`src/rtl/rtpd_pkg.sv`:
```
`timescale 1ns / 1ps
// shared types, constants and helpers for the rgb to packed pixel dither unit
// no dependencies

package rtpd_pkg;

    // pixel word width of the target display
    localparam int PIXEL_BITS = 32;

    // pixel result is kept to the display word and then to 32 bits
    localparam logic [31:0] PIX_MASK = (PIXEL_BITS >= 32) ? 32'hFFFF_FFFF :
                                       32'((64'd1 << PIXEL_BITS) - 64'd1);

    // configuration register indexes
    localparam logic [1:0] REG_RED_FIELD   = 2'd0;
    localparam logic [1:0] REG_GREEN_FIELD = 2'd1;
    localparam logic [1:0] REG_BLUE_FIELD  = 2'd2;

    localparam logic [31:0] RED_FIELD_RST   = 32'h00FF_0000;
    localparam logic [31:0] GREEN_FIELD_RST = 32'h0000_FF00;
    localparam logic [31:0] BLUE_FIELD_RST  = 32'h0000_00FF;

    // full-scale input level, divisor of the scaling step
    localparam int DIV_BASE = 255;

    // 4x4 bayer kernel, already scaled by 16
    localparam logic [7:0] BAYER [16] = '{
        8'd0,   8'd128, 8'd32,  8'd160,
        8'd192, 8'd64,  8'd224, 8'd96,
        8'd48,  8'd176, 8'd16,  8'd144,
        8'd240, 8'd112, 8'd208, 8'd80
    };

    // per channel values derived from a mask
    typedef struct packed {
        logic [4:0]  shift;
        logic [31:0] maxv;
    } chan_cfg_t;

    // load enables of the channel datapath stages
    typedef struct packed {
        logic mul;
        logic est;
        logic fix;
    } stage_en_t;

    // index of the lowest set bit, 31 when no bit is set
    function automatic logic [4:0] low_bit(input logic [31:0] m);
        logic [4:0] s;
        s = 5'd31;
        for (int i = 31; i >= 0; i--) begin
            if (m[i]) begin
                s = 5'(i);
            end
        end
        return s;
    endfunction

    function automatic chan_cfg_t derive(input logic [31:0] m);
        chan_cfg_t c;
        c.shift = low_bit(m);
        c.maxv  = m >> c.shift;
        return c;
    endfunction

endpackage

```
`src/rtl/rtpd_cfg.sv`:
```
`timescale 1ns / 1ps
// channel mask registers and their registered shift / max values
// depends on rtpd_pkg

module rtpd_cfg (
    input  logic                      aclk,
    input  logic                      aresetn,
    input  logic                      cfg_wr_en,
    input  logic [1:0]                cfg_index,
    input  logic [31:0]               cfg_wdata,
    output rtpd_pkg::chan_cfg_t       red_cfg,
    output rtpd_pkg::chan_cfg_t       green_cfg,
    output rtpd_pkg::chan_cfg_t       blue_cfg
);

    logic [31:0] red_field_reg, green_field_reg, blue_field_reg;
    logic [31:0] red_field_next, green_field_next, blue_field_next;
    rtpd_pkg::chan_cfg_t red_cfg_reg, green_cfg_reg, blue_cfg_reg;

    always_comb begin
        red_field_next   = red_field_reg;
        green_field_next = green_field_reg;
        blue_field_next  = blue_field_reg;
        if (cfg_wr_en) begin
            unique case (cfg_index)
                rtpd_pkg::REG_RED_FIELD:   red_field_next   = cfg_wdata;
                rtpd_pkg::REG_GREEN_FIELD: green_field_next = cfg_wdata;
                rtpd_pkg::REG_BLUE_FIELD:  blue_field_next  = cfg_wdata;
                default: ; // unused index, write dropped
            endcase
        end
    end

    // derived values follow the write in the same cycle so they are ready
    // before an item reaches the multiply stage
    always_ff @(posedge aclk) begin
        if (!aresetn) begin
            red_field_reg   <= rtpd_pkg::RED_FIELD_RST;
            green_field_reg <= rtpd_pkg::GREEN_FIELD_RST;
            blue_field_reg  <= rtpd_pkg::BLUE_FIELD_RST;
            red_cfg_reg     <= rtpd_pkg::derive(rtpd_pkg::RED_FIELD_RST);
            green_cfg_reg   <= rtpd_pkg::derive(rtpd_pkg::GREEN_FIELD_RST);
            blue_cfg_reg    <= rtpd_pkg::derive(rtpd_pkg::BLUE_FIELD_RST);
        end else begin
            red_field_reg   <= red_field_next;
            green_field_reg <= green_field_next;
            blue_field_reg  <= blue_field_next;
            red_cfg_reg     <= rtpd_pkg::derive(red_field_next);
            green_cfg_reg   <= rtpd_pkg::derive(green_field_next);
            blue_cfg_reg    <= rtpd_pkg::derive(blue_field_next);
        end
    end

    assign red_cfg   = red_cfg_reg;
    assign green_cfg = green_cfg_reg;
    assign blue_cfg  = blue_cfg_reg;

endmodule

```
`src/rtl/rtpd_chan.sv`:
```
`timescale 1ns / 1ps
// one color channel: scale by max, add dither bias, divide by 255, place
// depends on rtpd_pkg

module rtpd_chan (
    input  logic                  aclk,
    input  rtpd_pkg::stage_en_t   en,
    input  rtpd_pkg::chan_cfg_t   cfg,
    input  logic [7:0]            chan_val,
    input  logic [7:0]            bias,
    output logic [31:0]           placed
);

    localparam logic [10:0] R1 = 11'(rtpd_pkg::DIV_BASE);
    localparam logic [10:0] R2 = 11'(2 * rtpd_pkg::DIV_BASE);
    localparam logic [10:0] R3 = 11'(3 * rtpd_pkg::DIV_BASE);
    localparam logic [10:0] R4 = 11'(4 * rtpd_pkg::DIV_BASE);

    logic [39:0] prod;
    logic [39:0] x_reg;
    logic [31:0] est_sum;
    logic [31:0] q0_reg;
    logic [10:0] x_lo_reg;
    logic [10:0] rem;
    logic [2:0]  corr;
    logic [31:0] level_reg;

    assign prod = 40'(cfg.maxv) * 40'(chan_val);

    // x / 255 as the sum of x / 256^k, each term floored; falls short by at most 4
    // the sum never exceeds the true quotient, which fits 32 bits
    assign est_sum = x_reg[39:8] + 32'(x_reg[39:16]) + 32'(x_reg[39:24])
                   + 32'(x_reg[39:32]);

    // remainder x - 255*q0 stays below 5*255, so 11 low bits are exact
    assign rem  = x_lo_reg - {q0_reg[2:0], 8'h00} + q0_reg[10:0];
    assign corr = 3'(rem >= R1) + 3'(rem >= R2) + 3'(rem >= R3) + 3'(rem >= R4);

    always_ff @(posedge aclk) begin
        if (en.mul) begin
            x_reg <= prod + 40'(bias);
        end
        if (en.est) begin
            q0_reg   <= est_sum;
            x_lo_reg <= x_reg[10:0];
        end
        if (en.fix) begin
            level_reg <= q0_reg + 32'(corr);
        end
    end

    // level never exceeds max, so the shifted value fits the word
    assign placed = level_reg << cfg.shift;

endmodule

```
`src/rtl/rgb_to_packed_pixel_dither_unit.sv`:
```
`timescale 1ns / 1ps
// top level: ordered dither of an rgb888 color into a packed true-color pixel
// depends on rtpd_pkg, rtpd_cfg, rtpd_chan
//
// channel  | dir | tdata bits (low first)               | tuser
// ---------+-----+--------------------------------------+------
// s_       | in  | color[31:0], dither_pos[35:32], pad  | none
// m_       | out | pixel[31:0]                          | none
// cfg_     | in  | index 0 red field, 1 green field, 2 blue field
//
// one item per clock while m_tready is high; an item passes the stages below in order
// stages: input register, byte split and bias lookup, 32x8 multiply,
// divide estimate, remainder fix, place and or into the output register
// each stage only holds when it is full and the stage after it is held,
// so bubbles close up and input keeps flowing while a result waits until the pipe is full
// aresetn (synchronous) empties the pipe and loads the default masks
// mask writes are registered; derived shift and max are registered with them

module rgb_to_packed_pixel_dither_unit (
    input  logic        aclk,
    input  logic        aresetn,
    // input items
    input  logic        s_tvalid,
    output logic        s_tready,
    input  logic [39:0] s_tdata,   // color[31:0], dither_pos[35:32], zeros[39:36]
    // result items
    output logic        m_tvalid,
    input  logic        m_tready,
    output logic [31:0] m_tdata,   // pixel[31:0]
    // configuration writes
    input  logic        cfg_wr_en,
    input  logic [1:0]  cfg_index,
    input  logic [31:0] cfg_wdata
);

    // stage valid bits, 1 = input register ... 6 = output register
    logic v1_reg, v2_reg, v3_reg, v4_reg, v5_reg, v6_reg;
    logic en1, en2, en3, en4, en5, en6;

    // payload; the top color byte is not part of the color
    logic [23:0] color_reg;
    logic [3:0]  pos_reg;
    logic [7:0]  red_reg, green_reg, blue_reg, bias_reg;
    logic [31:0] pixel_reg;
    logic [31:0] pixel_next;

    rtpd_pkg::chan_cfg_t red_cfg, green_cfg, blue_cfg;
    rtpd_pkg::stage_en_t chan_en;
    logic [31:0] red_placed, green_placed, blue_placed;

    // hold chain: a stage loads when empty or when the next one moves
    assign en6 = !v6_reg || m_tready;
    assign en5 = !v5_reg || en6;
    assign en4 = !v4_reg || en5;
    assign en3 = !v3_reg || en4;
    assign en2 = !v2_reg || en3;
    assign en1 = !v1_reg || en2;

    assign s_tready = en1;
    assign m_tvalid = v6_reg;
    assign m_tdata  = pixel_reg;

    assign chan_en.mul = en3;
    assign chan_en.est = en4;
    assign chan_en.fix = en5;

    always_ff @(posedge aclk) begin
        if (!aresetn) begin
            v1_reg <= 1'b0;
            v2_reg <= 1'b0;
            v3_reg <= 1'b0;
            v4_reg <= 1'b0;
            v5_reg <= 1'b0;
            v6_reg <= 1'b0;
        end else begin
            if (en1) v1_reg <= s_tvalid;
            if (en2) v2_reg <= v1_reg;
            if (en3) v3_reg <= v2_reg;
            if (en4) v4_reg <= v3_reg;
            if (en5) v5_reg <= v4_reg;
            if (en6) v6_reg <= v5_reg;
        end
    end

    // input register, byte split / kernel lookup and output register
    always_ff @(posedge aclk) begin
        if (en1) begin
            color_reg <= s_tdata[23:0];
            pos_reg   <= s_tdata[35:32];
        end
        if (en2) begin
            red_reg   <= color_reg[7:0];
            green_reg <= color_reg[15:8];
            blue_reg  <= color_reg[23:16];
            bias_reg  <= rtpd_pkg::BAYER[pos_reg];
        end
        if (en6) begin
            pixel_reg <= pixel_next;
        end
    end

    // channels sit in disjoint or overlapping fields; or them like the display does
    assign pixel_next = (red_placed | green_placed | blue_placed) & rtpd_pkg::PIX_MASK;

    rtpd_cfg u_cfg (
        .aclk      (aclk),
        .aresetn   (aresetn),
        .cfg_wr_en (cfg_wr_en),
        .cfg_index (cfg_index),
        .cfg_wdata (cfg_wdata),
        .red_cfg   (red_cfg),
        .green_cfg (green_cfg),
        .blue_cfg  (blue_cfg)
    );

    rtpd_chan u_red (
        .aclk     (aclk),
        .en       (chan_en),
        .cfg      (red_cfg),
        .chan_val (red_reg),
        .bias     (bias_reg),
        .placed   (red_placed)
    );

    rtpd_chan u_green (
        .aclk     (aclk),
        .en       (chan_en),
        .cfg      (green_cfg),
        .chan_val (green_reg),
        .bias     (bias_reg),
        .placed   (green_placed)
    );

    rtpd_chan u_blue (
        .aclk     (aclk),
        .en       (chan_en),
        .cfg      (blue_cfg),
        .chan_val (blue_reg),
        .bias     (bias_reg),
        .placed   (blue_placed)
    );

endmodule

```
`config.mk`:
```
export PLATFORM = sky130hd
export DESIGN_NAME = rgb_to_packed_pixel_dither_unit
export DESIGN_NICKNAME = d
export VERILOG_FILES = /design/src/rtl/rtpd_pkg.sv /design/src/rtl/rtpd_cfg.sv /design/src/rtl/rtpd_chan.sv /design/src/rtl/rgb_to_packed_pixel_dither_unit.sv
export SDC_FILE = /design/constraint.sdc
export NUM_CORES = 2
export LEC_CHECK = 0
export ABC_AREA = 1
export BUFFER_PORTS_ARGS = -buffer_cell sky130_fd_sc_hd__buf_2
export CAP_MARGIN = 20
export CORE_AREA = 2 2 431 433
export CTS_CLUSTER_SIZE = 28
export DETAILED_ROUTE_END_ITERATION = 12
export DIE_AREA = 0 0 433 435
export GPL_TIMING_DRIVEN = 0
export PLACE_DENSITY = 0.49
export RECOVER_POWER = 100
export SYNTH_ARGS = -nofsm -noshare
export SYNTH_HDL_FRONTEND = slang
export SYNTH_SLANG_ARGS = --single-unit
```
`constraint.sdc`:
```
create_clock -name aclk -period 14.3 [get_ports aclk]
set_input_delay 1.43 -clock aclk [delete_from_list [all_inputs] [get_ports aclk]]
set_output_delay 1.43 -clock aclk [all_outputs]
set_load 0.005 [all_outputs]
```
# Word level (Yosys, flattened, before mapping)
# Memory sizes are Yosys's and may differ from the RTL's. A register that Yosys moved wholly into a read port is not among the register bits.
# Index checks and enable logic that the tools add are counted.
[totals]
regBits = 642
latch_bits = 0
ramBits = 0
rom_bits = 128
input_bits = 79
out_inout_bits = 34
memories = 1
[memory_table]
columns = ["name", "depth", "word_bits", "read_ports", "rd_ports_with_merged_regs", "write_ports", "line", "text"]
rows = [
  ["(name not given)", 16, 8, 1, 1, 0, "rgb_to_packed_pixel_dither_unit.sv:95", "bias_reg <= rtpd_pkg::BAYER[pos_reg];"],
]
[classes]
add_sub_neg = 30
mul = 3
n_div = 0
n_lt_le_gt_ge = 12
eq_ne = 2
shifts = 6
n_mux = 102
bitwise_logic = 3
reduce_logical = 13
[ops]
columns = ["op", "count"]
rows = [
  ["two-way mux 5 bit", 51],
  ["two-way mux 32 bit", 6],
  ["adder 40 x 8 -> 40 bit", 3],
  ["multiplier 32 x 8 -> 40 bit", 3],
  ["adder 32 x 16 -> 32 bit", 3],
  ["adder 32 x 24 -> 32 bit", 3],
  ["adder 32 x 3 -> 32 bit", 3],
  ["adder 32 x 8 -> 32 bit", 3],
  ["two-way mux 4 bit", 24],
  ["<< shifter 32 x 5 -> 32 bit", 3],
  [">> shifter 32 x 5 -> 32 bit", 3],
  ["greater-or-equal comparator 11 x 10 -> 1 bit, second input constant", 6],
  ["bitwise OR 32 bit", 2],
  ["two-way mux 3 bit", 12],
  ["adder 11 bit", 3],
  ["greater-or-equal comparator 11 x 8 -> 1 bit, second input constant", 3],
  ["greater-or-equal comparator 11 x 9 -> 1 bit, second input constant", 3],
  ["subtractor 11 bit", 3],
  ["adder 3 x 1 -> 3 bit", 6],
  ["two-way mux 2 bit", 6],
  ["adder 1 x 1 -> 2 bit", 3],
  ["logical NOT 1 bit", 6],
  ["logical OR 1 bit", 6],
  ["inverter 4 -> 5 bit", 1],
  ["4 further kinds", 6],
]

# Logic depth before layout (Yosys ltp)
[logic_depth]
depth_word = 36
depth_mapped = 44
depth_no_buf = 43

# Cells and area by module
# A second synthesis with hierarchy kept.
[hier_totals]
cells_unflattened = 9903
hier_area_um2 = 72042.8
[modules_own_cells]
columns = ["module", "instances", "cells_per_inst", "area_each_um2", "seq_area_each_um2"]
rows = [
  ["rtpd_chan (u_blue)", 1, 2546, 18944.4, 3453.3],
  ["rtpd_chan (u_green)", 1, 2604, 18898.1, 3453.3],
  ["rtpd_chan (u_red)", 1, 2594, 18875.6, 3453.3],
  ["rtpd_cfg", 1, 2010, 12191.7, 4144.0],
  ["rgb_to_packed_pixel_dither_unit", 1, 149, 3133.0, 2762.6],
]

# Worst setup path before layout
# OpenSTA, ideal clock, no wires.
[synth_timing]
kind = "input-to-output"
start = "input port m_tready"
end = "output port s_tready"
t_arrival_ns = 10.366
required_ns = 12.870
setup_slack_ns = 2.504
path_stages = 10
path_cell_list = "nor2_1 > inv_1 > nor2_1 > inv_1 > nor2_1 > inv_1 > nor2_1 > inv_1 > nor2_1 > nand2_1"
[synth_between]
elab_chain_cells = 6
[synth_rtl]
columns = ["item", "line", "text"]
rows = [
  ["start: declaration", "rgb_to_packed_pixel_dither_unit.sv:28", "input logic m_tready,"],
  ["logical OR 1 bit", "rgb_to_packed_pixel_dither_unit.sv:52", "assign en6 = !v6_reg || m_tready;"],
  ["named net en6", "rgb_to_packed_pixel_dither_unit.sv:38", "logic en1, en2, en3, en4, en5, en6;"],
  ["logical OR 1 bit", "rgb_to_packed_pixel_dither_unit.sv:53", "assign en5 = !v5_reg || en6;"],
  ["named net en5", "rgb_to_packed_pixel_dither_unit.sv:38", ""],
  ["logical OR 1 bit", "rgb_to_packed_pixel_dither_unit.sv:54", "assign en4 = !v4_reg || en5;"],
  ["named net en4", "rgb_to_packed_pixel_dither_unit.sv:38", ""],
  ["logical OR 1 bit", "rgb_to_packed_pixel_dither_unit.sv:55", "assign en3 = !v3_reg || en4;"],
  ["named net en3", "rgb_to_packed_pixel_dither_unit.sv:38", ""],
  ["logical OR 1 bit", "rgb_to_packed_pixel_dither_unit.sv:56", "assign en2 = !v2_reg || en3;"],
  ["logical OR 1 bit", "rgb_to_packed_pixel_dither_unit.sv:57", "assign en1 = !v1_reg || en2;"],
  ["end: declaration", "rgb_to_packed_pixel_dither_unit.sv:24", "output logic s_tready,"],
]
# The timed path passes the listed nets, and every way through them passes these cells.

# Final worst setup path
# Ends and elaborated chain as after synthesis.

==> results.cfg <==
[yosys]
synth.avg_cell_area_um2 = 7.92
post_synth_most_frequent_cells = nand2_1 (2114), inv_1 (1634), nand3_1 (644), fa_1 (639), ha_1 (468)
syn-num-nets = 9273
synthTopCellsByArea = edfxtp_1 (20%), fa_1 (20%), nand2_1 (12%)
synth_top_flop_cell = edfxtp_1
synth_seq_area_share_pct = 26.9
postSynthRegisterBits = 646
synth_edf_count = 433
synth.distinct_cells = 59
synth_warnings = 0
synth_largest_area_cell = edfxtp_1
post-synth-top-count-cell = nand2_1
synth_area_um2 = 64100
yosysTopAreaCellShare_pct = 20.3
synthesis.instances = 8087
ys_async_sr_fraction_pct = 0

[critical_path]
cp_max_fo = 50
timing.critical_path.from_type = input pin
timing.critical_path.required_ns = 12.87
worst_ep_arrival_time_ns = 7.84
crit_path_end_kind = output port
crit_path_start = m_tready
crit-reg2reg-launch = green_reg[0]
path_class = in2out

[power_and_ir_drop]
report.power.total_mw = 19.0
internal_power_mw = 9.93
combinational_power_share_pct = 68.2
power_switching_share_pct = 47.8
seq_power_share_pct = 20.9
power-per-cell-area_nw_per_um2 = 271
total_switching_power_mw = 9.09
static-leakage-power_nw = 36.8
share_clk_of_total_power_pct = 11.0
ir_worst_vdd_v = 0.000306

[global_routing]
antenna_violations_before_repair = 9
grt_pass1_wl_mm = 290
number_of_global_route_vias_before_repair = 50700
largest_net_degree_at_the_start_of_global_routing = 83
globalRouteOverflowTotal = 0
groute.usage.overall_pct = 19.6

[finish]
syn_to_final_growth_pct = 9.75
design.final.nets = 9463
postLayoutCoreUtil_pct = 38.2
final_cell_count_no_fill = 10800
fill_cells = 19200
fraction_of_layout_instances_using_a_drive_strength_above_1_pct = 4.32

[floorplanning]
initial_utilization_pct = 34.8
num_io_pins = 113
design.die.area_um2 = 188000
fp.dieH_um = 435
die_w_um = 433
placementRows = 158
core_area_um2 = 184000

[routing]
wirelength_mm = 183
first_iter_violations = 3574
routedWlPerCell_um = 16.9
detailedRoute.firstPassIterationCount = 6
drc_errors = 0
vias = 51200
avgViaCountPerCell = 4.73
antenna_violating_nets_post_route = 0

[status]
violated_checks = capacitance limit, slew limit
outcome = finished, violations left

[clocking]
tritoncts = yes
max-clock-path-buffers = 3
clk_root_buffer_cell = clkbuf_16
tritoncts_buffer_count = 81
h_tree_levels = 3
post_cts_resize_count = 0
cts.reportedPaths.clkPinSlew_ns = 0.06
insertion_delay_ns = 0.71
clkSinkCount = 646
cts_hold_buffers = 0
postCtsSetupBuffers = 0

[job]
maxCapViolCount = 5

[sta]
worst_slack_ns = 5.03
timing.fmax_mhz = 108
hold_viol = 0
period_minus_ws_final_ns = 9.27
finalMaxSlewViolations = 272
max-slew-margin-rel_pct = -179
rsz0062_at_grt = no
tightestPinTransition_ns = 4.19
holdWs_ns = 0.414
finalSetupViolations = 0
clock-skew-final_ns = 0.0415
fin_crit_sh_pct = 64.9

[place]
numPortBuffers = 100
post-place-ws_ns = 6.60
final_estimated_routing_congestion_in_global_placement = 0.945
detailed_place_hpwl_mm = 151
place_inst = 10700

[min_path]
min-delay-start = u_blue.x_reg[0]
min-delay-path-class = reg2reg
## power groups by stage
stage	Sequential [mW]	Clock [mW]	Combinational (mW)
detailed placement	4.04	0	13.0
global placement	4.02	0	12.9
CTS	4.00	2.16	13.1
global route	4.06	2.23	15.1
floorplan	3.83	0	9.73
finish	3.97	2.09	13.0
## layout make-up
type / instances / area (um^2) / share of cell area [%]
flip-flops and latches: 646 / 17300 / 24.6
well taps: 2480 / 3100 / 4.41
inverters: 1652 / 6210 / 8.83
plain buffers: 369 / 1530 / 2.18
clock inverters: 47 / 562 / 0.799
clock buffers: 101 / 2150 / 3.06
repair buffers: 107 / 494 / 0.703
diodes: 3 / 7.51 / 0.0107
multi-input cells: 5420 / 39000 / 55.4
## cell usage in the layout (no fill, tap or decap), types with 83 or more instances in the layout
cell type and instances:
ha_1 468, nor2_1 299, inv_1 1633, dfxtp_1 213, fa_1 639, edfxtp_1 433, xor2_1 218, buf_2 86
clkbuf_1 313, nand2_1 2116, nand3_1 646, o21ai_0 341, a21oi_1 283, clkbuf_16 83
## critical path, stage by stage
cell and delay (ns):
buf_2 0.10, nor2_1 0.09, inv_1 0.31, nor2_1 0.23, clkinvlp_2 1.15, nor2_1 0.46, clkinvlp_2 1.72, nor2_1 0.75
inv_4 0.36, nor2_1 0.27, nand2_1 0.56, buf_2 0.34
## metal layers
layer / routed length [um] / vias to the layer above / global-route usage [%]
li1: - / 25400 / -
met1: 89800 / 24400 / 28.6
met2: 81100 / 1146 / 30.7
met3: 8000 / 200 / 1.91
met4: 4590 / 0 / 5.39
met5: 0 / - / 0
## kinds of logic after synthesis
group                    Yosys count  synth area share, %
AND/OR/NAND/NOR                 3220                 20.8
buffers and inverters           2021                 12.1
adder cells (fa/ha/maj)         1107                 29.1
AO/OA/AOI/OAI                    774                 6.67
flip-flops                       646                 26.9
XOR/XNOR                         299                 4.09
multiplexers                      20                0.312
## stage by stage
| step | setup TNS, ns | instance area, um^2 |
|---|---|---|
| floorplan | 0 | 64100 |
| global placement | -14.58 | 67700 |
| detailed placement | 0 | 67900 |
| CTS | 0 | 70600 |
| global route | 0 | 70300 |
| finish | 0 | 70300 |
## path summary, 6_finish.rpt
path                         to  cells after the start  slack (ns)
max                    s_tready                     12        5.03
min          u_blue.x_lo_reg[0]                      0        0.41
max reg2reg   u_green.x_reg[39]                     29        5.94
min reg2reg  u_blue.x_lo_reg[0]                      0        0.41
Note: power is estimated with default switching activity, not from simulation.
